`config.mk`:
```
export PLATFORM = sky130hd
export DESIGN_NAME = c_comment_stripper_flat
export DESIGN_NICKNAME = d
export VERILOG_FILES = /design/src/rtl/cstrip_pkg.sv /design/src/rtl/cstrip_if.sv /design/src/rtl/cstrip_ram.sv /design/src/rtl/c_comment_stripper.sv /design/src/flat_wrapper.sv
export SDC_FILE = /design/constraint.sdc
export NUM_CORES = 1
export LEC_CHECK = 0
export CAP_MARGIN = 20
export CORE_ASPECT_RATIO = 2
export CORE_MARGIN = 3
export CORE_UTILIZATION = 60
export CTS_BUF_LIST = sky130_fd_sc_hd__clkbuf_8 sky130_fd_sc_hd__clkbuf_16
export DETAILED_ROUTE_END_ITERATION = 16
export DONT_BUFFER_PORTS = 1
export PLACE_DENSITY = 0.79
export SYNTH_ARGS = -nofsm -noshare
export SYNTH_HDL_FRONTEND = slang
export SYNTH_SLANG_ARGS = --single-unit
```
`constraint.sdc`:
```
create_clock -name i_clk -period 9.55 [get_ports i_clk]
set_input_delay 1.4325 -clock i_clk [delete_from_list [all_inputs] [get_ports i_clk]]
set_output_delay 1.4325 -clock i_clk [all_outputs]
set_load 0.005 [all_outputs]
```
`src/rtl/cstrip_pkg.sv`:
```
`default_nettype none

package cstrip_pkg;

    // Line geometry
    localparam int unsigned LINE_LEN    = 64;
    localparam int unsigned STORE_DEPTH = 64;
    localparam int unsigned ADDR_W      = $clog2(STORE_DEPTH);
    localparam int unsigned CNT_W       = ADDR_W + 1;
    localparam int unsigned CHAR_W      = 8;

    // Characters of interest
    localparam logic [CHAR_W-1:0] CH_NUL    = 8'h00;
    localparam logic [CHAR_W-1:0] CH_NL     = 8'h0A;
    localparam logic [CHAR_W-1:0] CH_STAR   = 8'h2A;
    localparam logic [CHAR_W-1:0] CH_SLASH  = 8'h2F;
    localparam logic [CHAR_W-1:0] CH_LBRACE = 8'h7B;
    localparam logic [CHAR_W-1:0] CH_RBRACE = 8'h7D;

    typedef enum logic [2:0] {
        LM_CODE  = 3'd0,
        LM_SLASH = 3'd1,
        LM_STAR  = 3'd2,
        LM_BLOCK = 3'd3,
        LM_BSTAR = 3'd4,
        LM_LINE  = 3'd5
    } t_lex_mode;

    typedef enum logic [1:0] {
        ST_IDLE,
        ST_WRITE,
        ST_EMIT
    } t_state;

    // Outcome of one byte through the lexer: new mode and up to two kept bytes
    typedef struct packed {
        t_lex_mode         mode;
        logic [1:0]        cnt;
        logic [CHAR_W-1:0] b0;
        logic [CHAR_W-1:0] b1;
    } t_lex_res;

    function automatic logic is_content(logic [CHAR_W-1:0] c);
        return (c inside {[8'h41:8'h5A], [8'h61:8'h7A], CH_LBRACE, CH_RBRACE});
    endfunction

    // Mode that a byte leaves behind when it arrives in plain code
    function automatic t_lex_mode code_mode(logic [CHAR_W-1:0] c);
        t_lex_mode m;
        if (c == CH_SLASH) begin
            m = LM_SLASH;
        end else if (c == CH_STAR) begin
            m = LM_STAR;
        end else begin
            m = LM_CODE;
        end
        return m;
    endfunction

    function automatic logic code_keeps(logic [CHAR_W-1:0] c);
        return (c != CH_SLASH) && (c != CH_STAR);
    endfunction

    function automatic t_lex_res lex_step(t_lex_mode m, logic [CHAR_W-1:0] c);
        t_lex_res r;
        r.mode = m;
        r.cnt  = 2'd0;
        r.b0   = c;
        r.b1   = c;
        case (m)
            LM_SLASH: begin
                if (c == CH_STAR) begin
                    r.mode = LM_BLOCK;
                end else if (c == CH_SLASH) begin
                    r.mode = LM_LINE;
                end else begin
                    r.b0   = CH_SLASH;
                    r.cnt  = code_keeps(c) ? 2'd2 : 2'd1;
                    r.mode = code_mode(c);
                end
            end
            LM_STAR: begin
                if (c == CH_SLASH) begin
                    r.mode = LM_CODE;
                end else if (c == CH_STAR) begin
                    r.b0  = CH_STAR;
                    r.cnt = 2'd1;
                end else begin
                    r.b0   = CH_STAR;
                    r.cnt  = code_keeps(c) ? 2'd2 : 2'd1;
                    r.mode = code_mode(c);
                end
            end
            LM_BLOCK: begin
                if (c == CH_STAR) begin
                    r.mode = LM_BSTAR;
                end else if (c == CH_NL) begin
                    r.cnt = 2'd1;
                end
            end
            LM_BSTAR: begin
                if (c == CH_SLASH) begin
                    r.mode = LM_CODE;
                end else if (c != CH_STAR) begin
                    r.mode = LM_BLOCK;
                    if (c == CH_NL) begin
                        r.cnt = 2'd1;
                    end
                end
            end
            LM_LINE: begin
                if (c == CH_NL) begin
                    r.cnt  = 2'd1;
                    r.mode = LM_CODE;
                end
            end
            default: begin
                r.mode = code_mode(c);
                r.cnt  = code_keeps(c) ? 2'd1 : 2'd0;
            end
        endcase
        return r;
    endfunction

endpackage

`default_nettype wire

```
`src/rtl/cstrip_if.sv`:
```
`default_nettype none

// Raw byte channel
interface cstrip_in_if;
    logic       valid;
    logic       ready;
    logic [7:0] char_in;
    logic       end_of_input;

    modport source (output valid, output char_in, output end_of_input, input ready);
    modport sink   (input valid, input char_in, input end_of_input, output ready);
endinterface

// Stripped line byte channel
interface cstrip_out_if;
    logic       valid;
    logic       ready;
    logic [7:0] char_out;
    logic       last;

    modport source (output valid, output char_out, output last, input ready);
    modport sink   (input valid, input char_out, input last, output ready);
endinterface

`default_nettype wire

```
`src/rtl/cstrip_ram.sv`:
```
`default_nettype none

module cstrip_ram #(
    parameter int unsigned WIDTH = 8,
    parameter int unsigned DEPTH = 64
) (
    input  wire logic                     i_clk,
    input  wire logic                     i_we,
    input  wire logic [$clog2(DEPTH)-1:0] i_waddr,
    input  wire logic [WIDTH-1:0]         i_wdata,
    input  wire logic                     i_re,
    input  wire logic [$clog2(DEPTH)-1:0] i_raddr,
    output logic      [WIDTH-1:0]         o_rdata
);

    logic [WIDTH-1:0] r_mem [DEPTH];
    logic [WIDTH-1:0] r_rdata;

    // Write port
    always_ff @(posedge i_clk) begin
        if (i_we) begin
            r_mem[i_waddr] <= i_wdata;
        end
    end

    // Registered read, hold when not enabled
    always_ff @(posedge i_clk) begin
        if (i_re) begin
            r_rdata <= r_mem[i_raddr];
        end
    end

    assign o_rdata = r_rdata;

endmodule

`default_nettype wire

```
`src/rtl/c_comment_stripper.sv`:
```
`default_nettype none

// C comment stripper with blank-line collapse. Raw source bytes come in on
// i_in, one per beat; block and line comments and stray star-slash pairs are
// removed, and each finished line (ended by a newline, by end_of_input, or
// after 64 raw bytes) leaves on o_out byte by byte with last on its final
// byte, unless it and the line ended before it are both blank (no letter,
// no brace). A beat with end_of_input set and a NUL byte only flushes. Each
// input beat is accepted and run through the lexer in ST_IDLE; its kept
// byte, if any, is then written into the line store in ST_WRITE, with a second
// write when a held-back slash or star is kept along with the following
// byte; the single write port of the 64 x 8 line store sets this. An emitted
// line then streams from the store at one byte per cycle while the receiver
// is ready, via its registered read port; the next input beat is taken once
// its last read is issued, while the output path still holds its final bytes.
module c_comment_stripper (
    input  wire logic   i_clk,
    input  wire logic   i_rst_n,
    cstrip_in_if.sink   i_in,
    cstrip_out_if.source o_out
);

    import cstrip_pkg::*;

    // Control and scalar lexer state
    t_state              r_state, n_state;
    t_lex_mode           r_mode, n_mode;
    logic [CNT_W-1:0]    r_raw, n_raw;
    logic [CNT_W-1:0]    r_kept, n_kept;
    logic                r_has, n_has;
    logic                r_prev_blank, n_prev_blank;
    logic [CHAR_W-1:0]   r_pend0, n_pend0;
    logic [CHAR_W-1:0]   r_pend1, n_pend1;
    logic [1:0]          r_pcnt, n_pcnt;
    logic                r_end, n_end;
    logic                r_emit, n_emit;
    logic [CNT_W-1:0]    r_len, n_len;
    logic [CNT_W-1:0]    r_rd, n_rd;
    logic                r_ramv, n_ramv;
    logic                r_ram_last, n_ram_last;
    logic                r_ovalid;
    logic [CHAR_W-1:0]   r_odata;
    logic                r_olast;

    // Step decode
    logic                in_accept;
    logic                proc;
    t_lex_res            lx;
    t_lex_mode           mode_a;
    logic [CNT_W-1:0]    raw_a;
    logic                end_line;
    logic                pend_kept;
    logic [CHAR_W-1:0]   pend_byte;
    logic [1:0]          kc;
    logic [1:0]          s_cnt;
    logic [CHAR_W-1:0]   s_b0;
    logic [CHAR_W-1:0]   s_b1;
    logic                content;
    logic                blank;

    // Store access
    logic                wr_en;
    logic [CNT_W-1:0]    kept_fin;
    logic                rd_issue;
    logic                issue_last;
    logic                out_load;
    logic [CHAR_W-1:0]   ram_rdata;
    logic [CNT_W-1:0]    rd_next;

    assign in_accept = i_in.valid && i_in.ready;
    assign i_in.ready = (r_state == ST_IDLE);

    // Run one byte through the lexer and the line-end rules
    always_comb begin
        proc   = !(i_in.end_of_input && (i_in.char_in == CH_NUL));
        lx     = lex_step(r_mode, i_in.char_in);
        mode_a = proc ? lx.mode : r_mode;
        raw_a  = r_raw + (proc ? CNT_W'(1) : CNT_W'(0));
        end_line = (proc && ((i_in.char_in == CH_NL) || (raw_a >= CNT_W'(LINE_LEN))))
                   || (i_in.end_of_input && (raw_a != '0));
        pend_kept = end_line && ((mode_a == LM_SLASH) || (mode_a == LM_STAR));
        pend_byte = (mode_a == LM_SLASH) ? CH_SLASH : CH_STAR;
        kc    = proc ? lx.cnt : 2'd0;
        s_b0  = lx.b0;
        s_b1  = lx.b1;
        s_cnt = kc;
        if (pend_kept) begin
            if (kc == 2'd0) begin
                s_b0 = pend_byte;
            end else begin
                s_b1 = pend_byte;
            end
            s_cnt = kc + 2'd1;
        end
        content = r_has
                  || ((s_cnt != 2'd0) && is_content(s_b0))
                  || ((s_cnt == 2'd2) && is_content(s_b1));
        blank = !content;
    end

    // Write the queued kept bytes into the line store
    assign wr_en    = (r_state == ST_WRITE) && (r_pcnt != 2'd0)
                      && (r_kept < CNT_W'(STORE_DEPTH));
    assign kept_fin = r_kept + (wr_en ? CNT_W'(1) : CNT_W'(0));

    // Stream the line out of the store
    assign out_load   = r_ramv && (!r_ovalid || o_out.ready);
    assign rd_issue   = (r_state == ST_EMIT) && (!r_ramv || out_load);
    assign rd_next    = r_rd + CNT_W'(1);
    assign issue_last = (rd_next == r_len);

    cstrip_ram #(
        .WIDTH (CHAR_W),
        .DEPTH (STORE_DEPTH)
    ) u_line_store (
        .i_clk   (i_clk),
        .i_we    (wr_en),
        .i_waddr (r_kept[ADDR_W-1:0]),
        .i_wdata (r_pend0),
        .i_re    (rd_issue),
        .i_raddr (r_rd[ADDR_W-1:0]),
        .o_rdata (ram_rdata)
    );

    // Next state and state updates
    always_comb begin
        n_state      = r_state;
        n_mode       = r_mode;
        n_raw        = r_raw;
        n_kept       = r_kept;
        n_has        = r_has;
        n_prev_blank = r_prev_blank;
        n_pend0      = r_pend0;
        n_pend1      = r_pend1;
        n_pcnt       = r_pcnt;
        n_end        = r_end;
        n_emit       = r_emit;
        n_len        = r_len;
        n_rd         = r_rd;
        n_ramv       = r_ramv;
        n_ram_last   = r_ram_last;

        case (r_state)
            ST_IDLE: begin
                if (in_accept) begin
                    if (i_in.end_of_input || pend_kept) begin
                        n_mode = LM_CODE;
                    end else begin
                        n_mode = mode_a;
                    end
                    n_raw   = end_line ? '0 : raw_a;
                    n_has   = end_line ? 1'b0 : content;
                    if (i_in.end_of_input) begin
                        n_prev_blank = 1'b1;
                    end else if (end_line) begin
                        n_prev_blank = blank;
                    end
                    n_pend0 = s_b0;
                    n_pend1 = s_b1;
                    n_pcnt  = s_cnt;
                    n_end   = end_line;
                    n_emit  = end_line && !(r_prev_blank && blank);
                    n_state = ST_WRITE;
                end
            end
            ST_WRITE: begin
                if (r_pcnt > 2'd1) begin
                    // advance to the second queued byte
                    n_pend0 = r_pend1;
                    n_pcnt  = r_pcnt - 2'd1;
                    n_kept  = kept_fin;
                end else begin
                    n_pcnt = 2'd0;
                    if (!r_end) begin
                        n_kept  = kept_fin;
                        n_state = ST_IDLE;
                    end else begin
                        n_kept = '0;
                        if (r_emit && (kept_fin != '0)) begin
                            n_len   = kept_fin;
                            n_rd    = '0;
                            n_state = ST_EMIT;
                        end else begin
                            n_state = ST_IDLE;
                        end
                    end
                end
            end
            ST_EMIT: begin
                if (rd_issue) begin
                    n_rd = rd_next;
                    if (issue_last) begin
                        n_state = ST_IDLE;
                    end
                end
            end
            default: begin
                n_state = ST_IDLE;
            end
        endcase

        // Track the byte sitting in the store's read register
        if (rd_issue) begin
            n_ramv     = 1'b1;
            n_ram_last = issue_last;
        end else if (out_load) begin
            n_ramv = 1'b0;
        end
    end

    // Control registers
    always_ff @(posedge i_clk) begin
        if (!i_rst_n) begin
            r_state      <= ST_IDLE;
            r_mode       <= LM_CODE;
            r_raw        <= '0;
            r_kept       <= '0;
            r_has        <= 1'b0;
            r_prev_blank <= 1'b1;
            r_pcnt       <= 2'd0;
            r_end        <= 1'b0;
            r_emit       <= 1'b0;
            r_ramv       <= 1'b0;
        end else begin
            r_state      <= n_state;
            r_mode       <= n_mode;
            r_raw        <= n_raw;
            r_kept       <= n_kept;
            r_has        <= n_has;
            r_prev_blank <= n_prev_blank;
            r_pcnt       <= n_pcnt;
            r_end        <= n_end;
            r_emit       <= n_emit;
            r_ramv       <= n_ramv;
        end
    end

    // Payload registers
    always_ff @(posedge i_clk) begin
        r_pend0    <= n_pend0;
        r_pend1    <= n_pend1;
        r_len      <= n_len;
        r_rd       <= n_rd;
        r_ram_last <= n_ram_last;
    end

    // Output register: load from the store, hold while stalled
    always_ff @(posedge i_clk) begin
        if (!i_rst_n) begin
            r_ovalid <= 1'b0;
        end else if (out_load) begin
            r_ovalid <= 1'b1;
        end else if (o_out.ready) begin
            r_ovalid <= 1'b0;
        end
    end

    always_ff @(posedge i_clk) begin
        if (out_load) begin
            r_odata <= ram_rdata;
            r_olast <= r_ram_last;
        end
    end

    assign o_out.valid    = r_ovalid;
    assign o_out.char_out = r_odata;
    assign o_out.last     = r_olast;

endmodule

`default_nettype wire

```
`src/flat_wrapper.sv`:
```
// flat-port wrapper written by rule: the top's interface ports become plain ports
module c_comment_stripper_flat import cstrip_pkg::*;
  (i_clk, i_rst_n, i_in_valid, i_in_char_in, i_in_end_of_input, i_in_ready, o_out_valid, o_out_char_out, o_out_last, o_out_ready);
  cstrip_in_if i_in_i ();
  cstrip_out_if o_out_i ();
  input  wire logic i_clk;
  input  wire logic i_rst_n;
  input wire logic [$bits(i_in_i.valid)-1:0] i_in_valid;
  input wire logic [$bits(i_in_i.char_in)-1:0] i_in_char_in;
  input wire logic [$bits(i_in_i.end_of_input)-1:0] i_in_end_of_input;
  output wire logic [$bits(i_in_i.ready)-1:0] i_in_ready;
  output wire logic [$bits(o_out_i.valid)-1:0] o_out_valid;
  output wire logic [$bits(o_out_i.char_out)-1:0] o_out_char_out;
  output wire logic [$bits(o_out_i.last)-1:0] o_out_last;
  input wire logic [$bits(o_out_i.ready)-1:0] o_out_ready;
  assign i_in_i.valid = i_in_valid;
  assign i_in_i.char_in = i_in_char_in;
  assign i_in_i.end_of_input = i_in_end_of_input;
  assign i_in_ready = i_in_i.ready;
  assign o_out_valid = o_out_i.valid;
  assign o_out_char_out = o_out_i.char_out;
  assign o_out_last = o_out_i.last;
  assign o_out_i.ready = o_out_ready;
  c_comment_stripper u_core (.i_clk(i_clk), .i_rst_n(i_rst_n), .i_in(i_in_i), .o_out(o_out_i));
endmodule
```
==> out/metrics.yaml, run 1 <==
die_h_um: 285.9
routedWlPerCell_um: 29.13
port-buffer-count: 0
num_vias: 11480
hp-class: "flop to flop"
finalHoldViolations: 0
cts_htree_levels: 2
synth_seq_cells: 587
cts-resized-gates: 0
grt_setup_unrepaired: "no"
worstSetupEndpointType: "flop"
worst_ep_required_time_ns: 9.86
synth_largest_area_cell: "edfxtp_1"
die_w_um: 145.9
crit_start: "i_in_char_in[7]"
outcome: "finished, final reports clean"
gp_congestion: 0.8528
fin_crit_sh: 0.5153
synth.net_count: 1200
synth_cell_type_count: 68
worst_slack_ns: 4.629
grt_max_degree: 65
clkLatencyLatePin_ns: 0.57
pre_cts_slack_ns: 4.125
crit_fanout: 10
min_period_ns: 4.921
grt_overflow_total: 0
cellPowerDensity_nw_per_um2: 191.6
ys_seq_area_frac: 0.7387
syn_to_final_growth_pct: 9.010
clockRootBuffer: "clkbuf_16"
setup.worst_path.class: "input pin to flop"
cts.hold.buffers_added: 0
cts_sinks: 587
total_power_mw: 4.909
r2r_start: "u_core.r_rd[0]$_SDFFCE_PN0P_"
cts_setup_buffers: 0
drive_above_1_share: 0.2317
cts_buffer_depth: 3
grt_usage: 0.2483
drtPass1Iterations: 5
clk_pin_slew_ns: 0.07
skew_ns: 0.01848
netlist_area_um2: 23500
yosys-top-cells-count: "edfxtp_1 (560), mux4_2 (168), nor2_1 (95), clkbuf_1 (44), nand2_1 (34)"
synth-edff-count: 560
drt_iter0_drc: 1145
reg2reg_to: "u_core.u_line_store.o_rdata[4]$_DFFE_PP_"
slew_headroom: 0.3196
final_area_um2: 25610
async_flop_share: 0
finalSetupTns_ns: 0
drv_slew: 0
grt_antenna_before_repair: 0
drc_errors: 0
die_area_um2: 41720
tritoncts: "yes"
core_um2: 38290
irDropWorstVdd_mv: 0.1735
avgSynthCellArea_um2: 19.90
fin_util: 0.6690
yosysWarnings: 0
rows: 101
initial_core_util: 0.6137
final_nets: 1200
postSynthCellCount: 1181
ant_nets: 0
p_leak_nw: 8.031
cts_buffers: 47
diodes: 0
grt_pass1_vias: 12000
yosys.area.top_type_share: 0.7157
cp.arrival_ns: 5.23
synth_ff_type: "edfxtp_1"
via_per_inst: 6.627
drt-total-wl_um: 50460
grt_pass1_wl_um: 77010
rrSetupSlack_ns: 5.78
endpoint: "u_core.r_pend0[1]$_DFFE_PP_"
hpwl_um: 31570
worstMarginPinSlew_ns: 1.018
max_freq_ghz: 0.2032
setup_viol: 0
yosysMostFrequentCell: "edfxtp_1"
r2r_cells: 6
drv_cap: 0
ios: 24
ys_top_cells_by_area: "edfxtp_1 (72%), mux4_2 (16%), dfxtp_1 (2.3%), nor2_1 (1.5%), clkbuf_1 (0.70%)"
placed_area_um2: 24030
critPathLaunchType: "input pin"
## worst max-delay path, cell delays in order
cell	delay, ns
nor4_1	0.50
and3_1	0.42
inv_1	0.15
ha_1	0.25
ha_1	0.27
nor4_1	0.29
a221oi_1	0.17
a211oi_2	0.63
nand2b_1	0.36
nor2_1	0.19
a211o_1	0.38
o22a_1	0.19
## routing by layer
layer,vias up,wire length (um),global-route usage
met4,0,2538,0.1106
met5,-,0,0
met2,542,28190,0.4583
met1,5970,16630,0.2834
li1,4833,-,-
met3,133,3106,0.03994
## metrics by stage
step                std cells  hold WS (ns)
global placement         1645        0.4044
CTS                      1731        0.4199
detailed placement       1646        0.4052
floorplan                1181        0.4003
finish                   1732        0.4185
global route             1732        0.4211
## flip-flops by register name, summed over array words and instances, names as in the netlist, 2 cells and up
name	flops
u_core.o_out.char_out	8
u_core.r_kept	7
u_core.r_len	7
u_core.r_mode	3
u_core.r_pcnt	2
u_core.r_pend0	8
u_core.r_pend1	8
u_core.r_raw	7
u_core.r_rd	7
u_core.r_state	2
u_core.u_line_store.o_rdata	8
u_core.u_line_store.r_mem	512
## area by class of cell
type	instances	area [um^2]
Clock buffer	52	1267
Clock inverter	33	294.0
Fill cell	2336	12680
Inverter	9	33.78
Multi-Input combinational cell	516	5841
Sequential cell	587	17360
Tap cell	515	644.4
Timing Repair Buffer	20	177.7
## cell families (layout without fill, tap and decap cells)
| kind of cell | after synthesis | after routing | synth area share |
|---|---|---|---|
| AO/OA/AOI/OAI | 85 | 85 | 0.02567 |
| XOR/XNOR | 19 | 19 | 0.007082 |
| adder cells (fa/ha/maj) | 6 | 6 | 0.003195 |
| buffers and inverters | 78 | 114 | 0.01278 |
| flip-flops | 587 | 587 | 0.7387 |
| multiplexers | 170 | 170 | 0.1619 |
| AND/OR/NAND/NOR | 236 | 236 | 0.05069 |
## layout by cell type (no fill, tap or decap), drive strengths merged, types with 7 or more instances in the layout
cell type / synthesis / final
edfxtp: 560 / 560
mux4: 168 / 168
nor2: 95 / 95
clkbuf: 45 / 52
nand2: 35 / 35
dfxtp: 27 / 27
nand3: 22 / 22
buf: 24 / 20
nor2b: 19 / 19
a21oi: 18 / 18
clkinv: 1 / 17
inv: 8 / 15
nor3: 13 / 13
xor2: 11 / 11
o21ai: 11 / 11
nor4: 8 / 8
xnor2: 8 / 8
nand2b: 7 / 7
o21a: 7 / 7
a22oi: 7 / 7
## report_power, final
group	leakage, nW	switching (mW)	total (mW)	internal, mW
logic	1.99	0.0756	0.0918	0.0162
registers	5.25	0.00849	2.85	2.84
clock network	0.783	0.872	1.96	1.09
total	8.03	0.956	4.91	3.95
## worst min path at each step
stage,slack (ns),cells after the start,from,endpoint
floorplan,0.40,0,u_core.u_line_store.o_rdata[0]$_DFFE_PP_,u_core.o_out.char_out[0]$_DFFE_PP_
detailed placement,0.41,0,u_core.u_line_store.o_rdata[6]$_DFFE_PP_,u_core.o_out.char_out[6]$_DFFE_PP_
finish,0.42,0,u_core.r_ram_last$_DFFE_PP_,u_core.o_out.last$_DFFE_PP_
global route,0.42,0,u_core.r_ram_last$_DFFE_PP_,u_core.o_out.last$_DFFE_PP_
global placement,0.40,0,u_core.u_line_store.o_rdata[1]$_DFFE_PP_,u_core.o_out.char_out[1]$_DFFE_PP_
CTS,0.42,0,u_core.r_ram_last$_DFFE_PP_,u_core.o_out.last$_DFFE_PP_
No activity file was read; power rests on OpenSTA's default activity.
==> run 2: changes to the inputs <==
CORE_UTILIZATION = 57   (was 60)
PLACE_DENSITY = 0.78   (was 0.79)
clock period = 4.4 ns   (was 9.55 ns; I/O delays follow)
==> out/metrics.yaml, run 2 (same netlist as run 1, synthesis figures left out) <==
drv_cap: 0
syn_to_final_growth_pct: 10.21
gp_congestion: 0.8813
cts_htree_levels: 2
core_um2: 40470
grt_overflow_total: 0
hold_ws_ns: 0.1942
tritoncts: "yes"
cts-resized-gates: 0
grt_max_degree: 79
slew_headroom: 0.3288
cts_sinks: 587
drive_above_1_share: 0.2341
ios: 24
crit_fanout: 6
fin_crit_sh: 0.8205
grt_usage: 0.2366
min_period_ns: 3.610
mostFrequentLayoutCells: "edfxtp_1 (560), mux4_2 (168), nor2_1 (95)"
num_vias: 11370
clkLatencyLatePin_ns: 0.57
drt-total-wl_um: 50220
fin_util: 0.6399
regMostFlops: "u_core.u_line_store.r_mem"
cts_buffers: 46
grt_antenna_before_repair: 1
final_nets: 1208
finalHoldViolations: 0
via_per_inst: 6.472
drt_iter0_drc: 1325
worst_ep_required_time_ns: 4.83
drtPass1Iterations: 6
switchingPower_mw: 2.052
layout_commonest_cell: "edfxtp_1"
seqPwrFrac: 0.567
die_w_um: 149.6
worst_slack_ns: 0.7897
initial_core_util: 0.5806
port-buffer-count: 0
worstMarginPinSlew_ns: 1.005
power_frac_comb: 0.020
p_int_mw: 8.889
finalSetupTns_ns: 0
cts_setup_buffers: 0
grt_pass1_vias: 11870
ant_nets: 0
drc_errors: 0
clkPwrFrac: 0.414
irDropWorstVdd_mv: 0.3150
grt_setup_unrepaired: "no"
critPathLaunchType: "input pin"
hp-class: "input pin to flop"
hpwl_um: 31640
rows: 104
grt_pass1_wl_um: 75900
cp.arrival_ns: 4.04
cts.hold.buffers_added: 0
p_leak_nw: 8.175
drv_slew: 0
cts_buffer_depth: 3
max_freq_ghz: 0.2770
final_area_um2: 25900
routedWlPerCell_um: 28.58
outcome: "finished, final reports clean"
die_h_um: 293.1
largest_register_ff_count: 512
worstSetupEndpointType: "flop"
setup.worst_path.class: "input pin to flop"
setup_viol: 0
placed_area_um2: 24100
die_area_um2: 43840
cellPowerDensity_nw_per_um2: 422.5
swShare: 0.1875
clk_pin_slew_ns: 0.07
skew_ns: 0.01496
pre_cts_slack_ns: 0.2807
clockRootBuffer: "clkbuf_16"
## run 2: changes by cell type in the layout (fill, tap and decap cells not counted)
cell        delta
clkinv_4       -2
clkbuf_8       -3
diode_2        +1
buf_4          +4
clkinv_2       -3
bufinv_16      +6
inv_6          +1
clkinvlp_4     -3
buf_12         +2
clkinv_1       +1
buf_16         +3
inv_1          +3
## run 2: cell type report
cell class | count | area [um^2]
clock buffers | 49 | 1226
inverters | 9 | 33.78
multi-input cells | 516 | 5841
well taps | 530 | 663.1
repair buffers | 29 | 330.3
flip-flops and latches | 587 | 17360
diodes | 1 | 2.502
clock inverters | 36 | 442.9
fillers | 2553 | 14570
## run 2: routing by layer
metal  part of all wire  track usage
met1               0.34       0.2894
met2               0.56       0.4243
met3              0.058      0.03148
met4              0.043      0.09745
met5                  0            0
## run 2: worst paths after layout
kind / start / to / slack [ns] / cells after the start
hold reg to reg: u_core.u_line_store.o_rdata[7]$_DFFE_PP_ / u_core.o_out.char_out[7]$_DFFE_PP_ / 0.41 / 0
hold / removal: i_in_char_in[6] / u_core.r_pend1[6]$_DFFE_PP_ / 0.19 / 0
setup reg to reg: u_core.r_state[1]$_SDFFE_PN0P_ / u_core.r_rd[5]$_SDFFCE_PN0P_ / 0.87 / 10
setup / recovery: i_in_char_in[7] / u_core.r_has$_SDFFE_PN0P_ / 0.79 / 13
## run 2: through the flow
stage / std cells / total power, mW
2_1_floorplan: 1181 / 6.431
3_3_place_gp: 1666 / 6.502
3_5_place_dp: 1666 / 6.519
4_1_cts: 1751 / 10.96
5_1_grt: 1756 / 11.21
6_report: 1757 / 10.94
## run 2: critical path, cell delays in order
cell and delay, ns:
nor4_1 0.48, and3_1 0.32, inv_1 0.11, ha_1 0.24, ha_1 0.31, nor2_1 0.06, and3_1 0.19, a221oi_1 0.40
a211oi_2 0.10, nand2b_1 0.21, or4_1 0.54, a211oi_2 0.29, o31ai_1 0.13
## run 2: power by group through the flow
| stage | Clock, mW | Sequential (mW) | Combinational [mW] |
|---|---|---|---|
| final | 4.52 | 6.20 | 0.217 |
| after detailed placement | 0 | 6.35 | 0.168 |
| after CTS | 4.57 | 6.23 | 0.170 |
| after global routing | 4.77 | 6.20 | 0.237 |
| after global placement | 0 | 6.34 | 0.158 |
| after floorplan | 0 | 6.36 | 0.0678 |
==> run 3: changes to the inputs <==
CORE_UTILIZATION = 60   (was 57)
PLACE_DENSITY = 0.79   (was 0.78)
clock period = 3.4 ns   (was 4.4 ns; I/O delays follow)
==> out/metrics.yaml, run 3 (same netlist as run 1, synthesis figures left out) <==
drv_slew: 0
skew_ns: 0.01525
routedWlPerCell_um: 29.15
outcome: "finished, final reports clean"
num_vias: 11860
worst_ep_required_time_ns: 3.91
cp.arrival_ns: 3.77
die_w_um: 145.9
cellPowerDensity_nw_per_um2: 529.4
max_freq_ghz: 0.3066
gp_congestion: 0.8702
rows: 101
grt_pass1_wl_um: 79970
grt_max_degree: 66
die_area_um2: 41720
hp-start: "i_in_char_in[7]"
dp_cells: 1705
grt_pass1_vias: 12410
rrSetupSlack_ns: 0.14
grt_usage: 0.2581
grt_overflow_total: 0
regArea_um2: 17360
die_h_um: 285.9
total_power_mw: 13.88
setup.worst_path.class: "flop to flop"
min_path_cells: 0
hpwl_um: 32210
crit_fanout: 10
worst_slack_ns: 0.1388
worstSetupEndpointType: "flop"
clk_pin_slew_ns: 0.07
r2r_start: "u_core.r_mode[0]$_SDFFE_PN0P_"
p_leak_nw: 8.386
regMostFlops: "u_core.u_line_store.r_mem"
layout_commonest_cell: "edfxtp_1"
clockRootBuffer: "clkbuf_16"
final_area_um2: 26220
reg2reg_to: "u_core.r_prev_blank$_SDFFE_PN1P_"
critPathLaunchType: "flop"
largest_register_ff_count: 512
hp-class: "input pin to flop"
placed_area_um2: 24620
initial_core_util: 0.6137
drv_cap: 0
fin_crit_sh: 0.9592
crit_path_cell_trace: "nand2b_1 -> a21oi_1 -> nor3b_1 -> inv_1 -> ha_1 -> or4_4 -> a211oi_2 -> o32a_1"
syn_to_final_growth_pct: 11.60
holdPathEnd: "u_core.r_pend1[7]$_DFFE_PP_"
port-buffer-count: 0
drtPass1Iterations: 5
critPathMaxStageDelay_ns: 0.54
fin_util: 0.6849
irDropWorstVdd_mv: 0.4554
finalHoldViolations: 0
r2r_cells: 8
tritoncts: "yes"
ant_nets: 0
via_per_inst: 6.623
slew_headroom: 0.2769
final_cells: 1791
drt-total-wl_um: 52210
cts_buffers: 46
core_um2: 38290
drive_above_1_share: 0.2774
multi_input_area_um2: 5919
critPathSlowestCell: "a21oi_1"
cts.hold.buffers_added: 0
ios: 24
grt_setup_unrepaired: "no"
drc_errors: 0
cts_sinks: 587
cts_buffer_depth: 3
final_nets: 1258
grt_antenna_before_repair: 0
hold_ws_ns: 0.04002
finalSetupTns_ns: 0
pre_cts_slack_ns: -0.09243
min_period_ns: 3.261
mostFrequentLayoutCells: "edfxtp_1 (560), mux4_2 (168), nor2_1 (93)"
cts_htree_levels: 2
num-fill-cells: 2269
worstMarginPinSlew_ns: 1.082
diodes: 0
drt_iter0_drc: 940
clkLatencyLatePin_ns: 0.58
setup_viol: 0
==> run 3: changes by cell type in the layout (fill, tap and decap cells not counted), moves of 2 or more <==
cell | before | now
buf_12 | 2 | 7
buf_16 | 4 | 0
buf_4 | 22 | 71
bufinv_16 | 11 | 7
clkinv_2 | 5 | 14
ha_1 | 6 | 4
ha_4 | 0 | 2
inv_1 | 18 | 10
nor2_1 | 95 | 93
nor4_1 | 8 | 4
nor4_2 | 0 | 3
==> run 3: report_power, final <==
group          total [mW]  switching, mW  internal (mW)  leakage, nW
Clock                5.58           2.44           3.15        0.791
Sequential           8.02         0.0312           7.99         5.25
Combinational       0.278          0.212         0.0654         2.34
Total                13.9           2.68           11.2         8.39
==> run 3: timing repair <==
item | CTS | global route
setup endpoints to repair | 0 | 7
gates resized for setup | 0 | 1
setup buffers | 0 | 0
==> run 3: area by class of cell <==
class	count	share of cell area
Inverter	9	0.001384
Tap cell	515	0.02457
Multi-Input combinational cell	516	0.2257
Sequential cell	587	0.6619
Timing Repair Buffer	79	0.02624
Clock buffer	49	0.04676
Clock inverter	36	0.01345
==> run 3: worst max-delay path by stage <==
| stage | startpoint | to | slack, ns | cells after the start |
|---|---|---|---|---|
| after floorplan | i_in_char_in[1] | u_core.r_pend0[1]$_DFFE_PP_ | -0.13 | 16 |
| after global placement | i_in_char_in[7] | u_core.r_prev_blank$_SDFFE_PN1P_ | -0.06 | 13 |
| after detailed placement | i_in_char_in[7] | u_core.r_has$_SDFFE_PN0P_ | -0.09 | 13 |
| after CTS | u_core.r_mode[0]$_SDFFE_PN0P_ | u_core.r_prev_blank$_SDFFE_PN1P_ | 0.22 | 8 |
| after global routing | u_core.r_mode[0]$_SDFFE_PN0P_ | u_core.r_has$_SDFFE_PN0P_ | 0.008 | 8 |
| final | u_core.r_mode[0]$_SDFFE_PN0P_ | u_core.r_prev_blank$_SDFFE_PN1P_ | 0.14 | 8 |
==> run 3: layer usage <==
metal  routed length (um)  track usage  vias to the layer above  share of wire
li1                     -            -                     4953              -
met1                17210       0.3045                     6175           0.33
met2                29270       0.4765                      601           0.56
met3                 3446      0.03741                      132          0.066
met4                 2285       0.1010                        0          0.044
met5                    0            0                        -              0
==> run 3: critical path: cells and delay by family (launching register included) <==
| family | cells | cell delay (ns) |
|---|---|---|
| AOI/OAI and AO/OA | 3 | 1.03 |
| buffers and inverters | 1 | 0.09 |
| and+or+nand+nor | 3 | 1.24 |
| adders and majority gates | 1 | 0.33 |
| DFF | 1 | 0.52 |
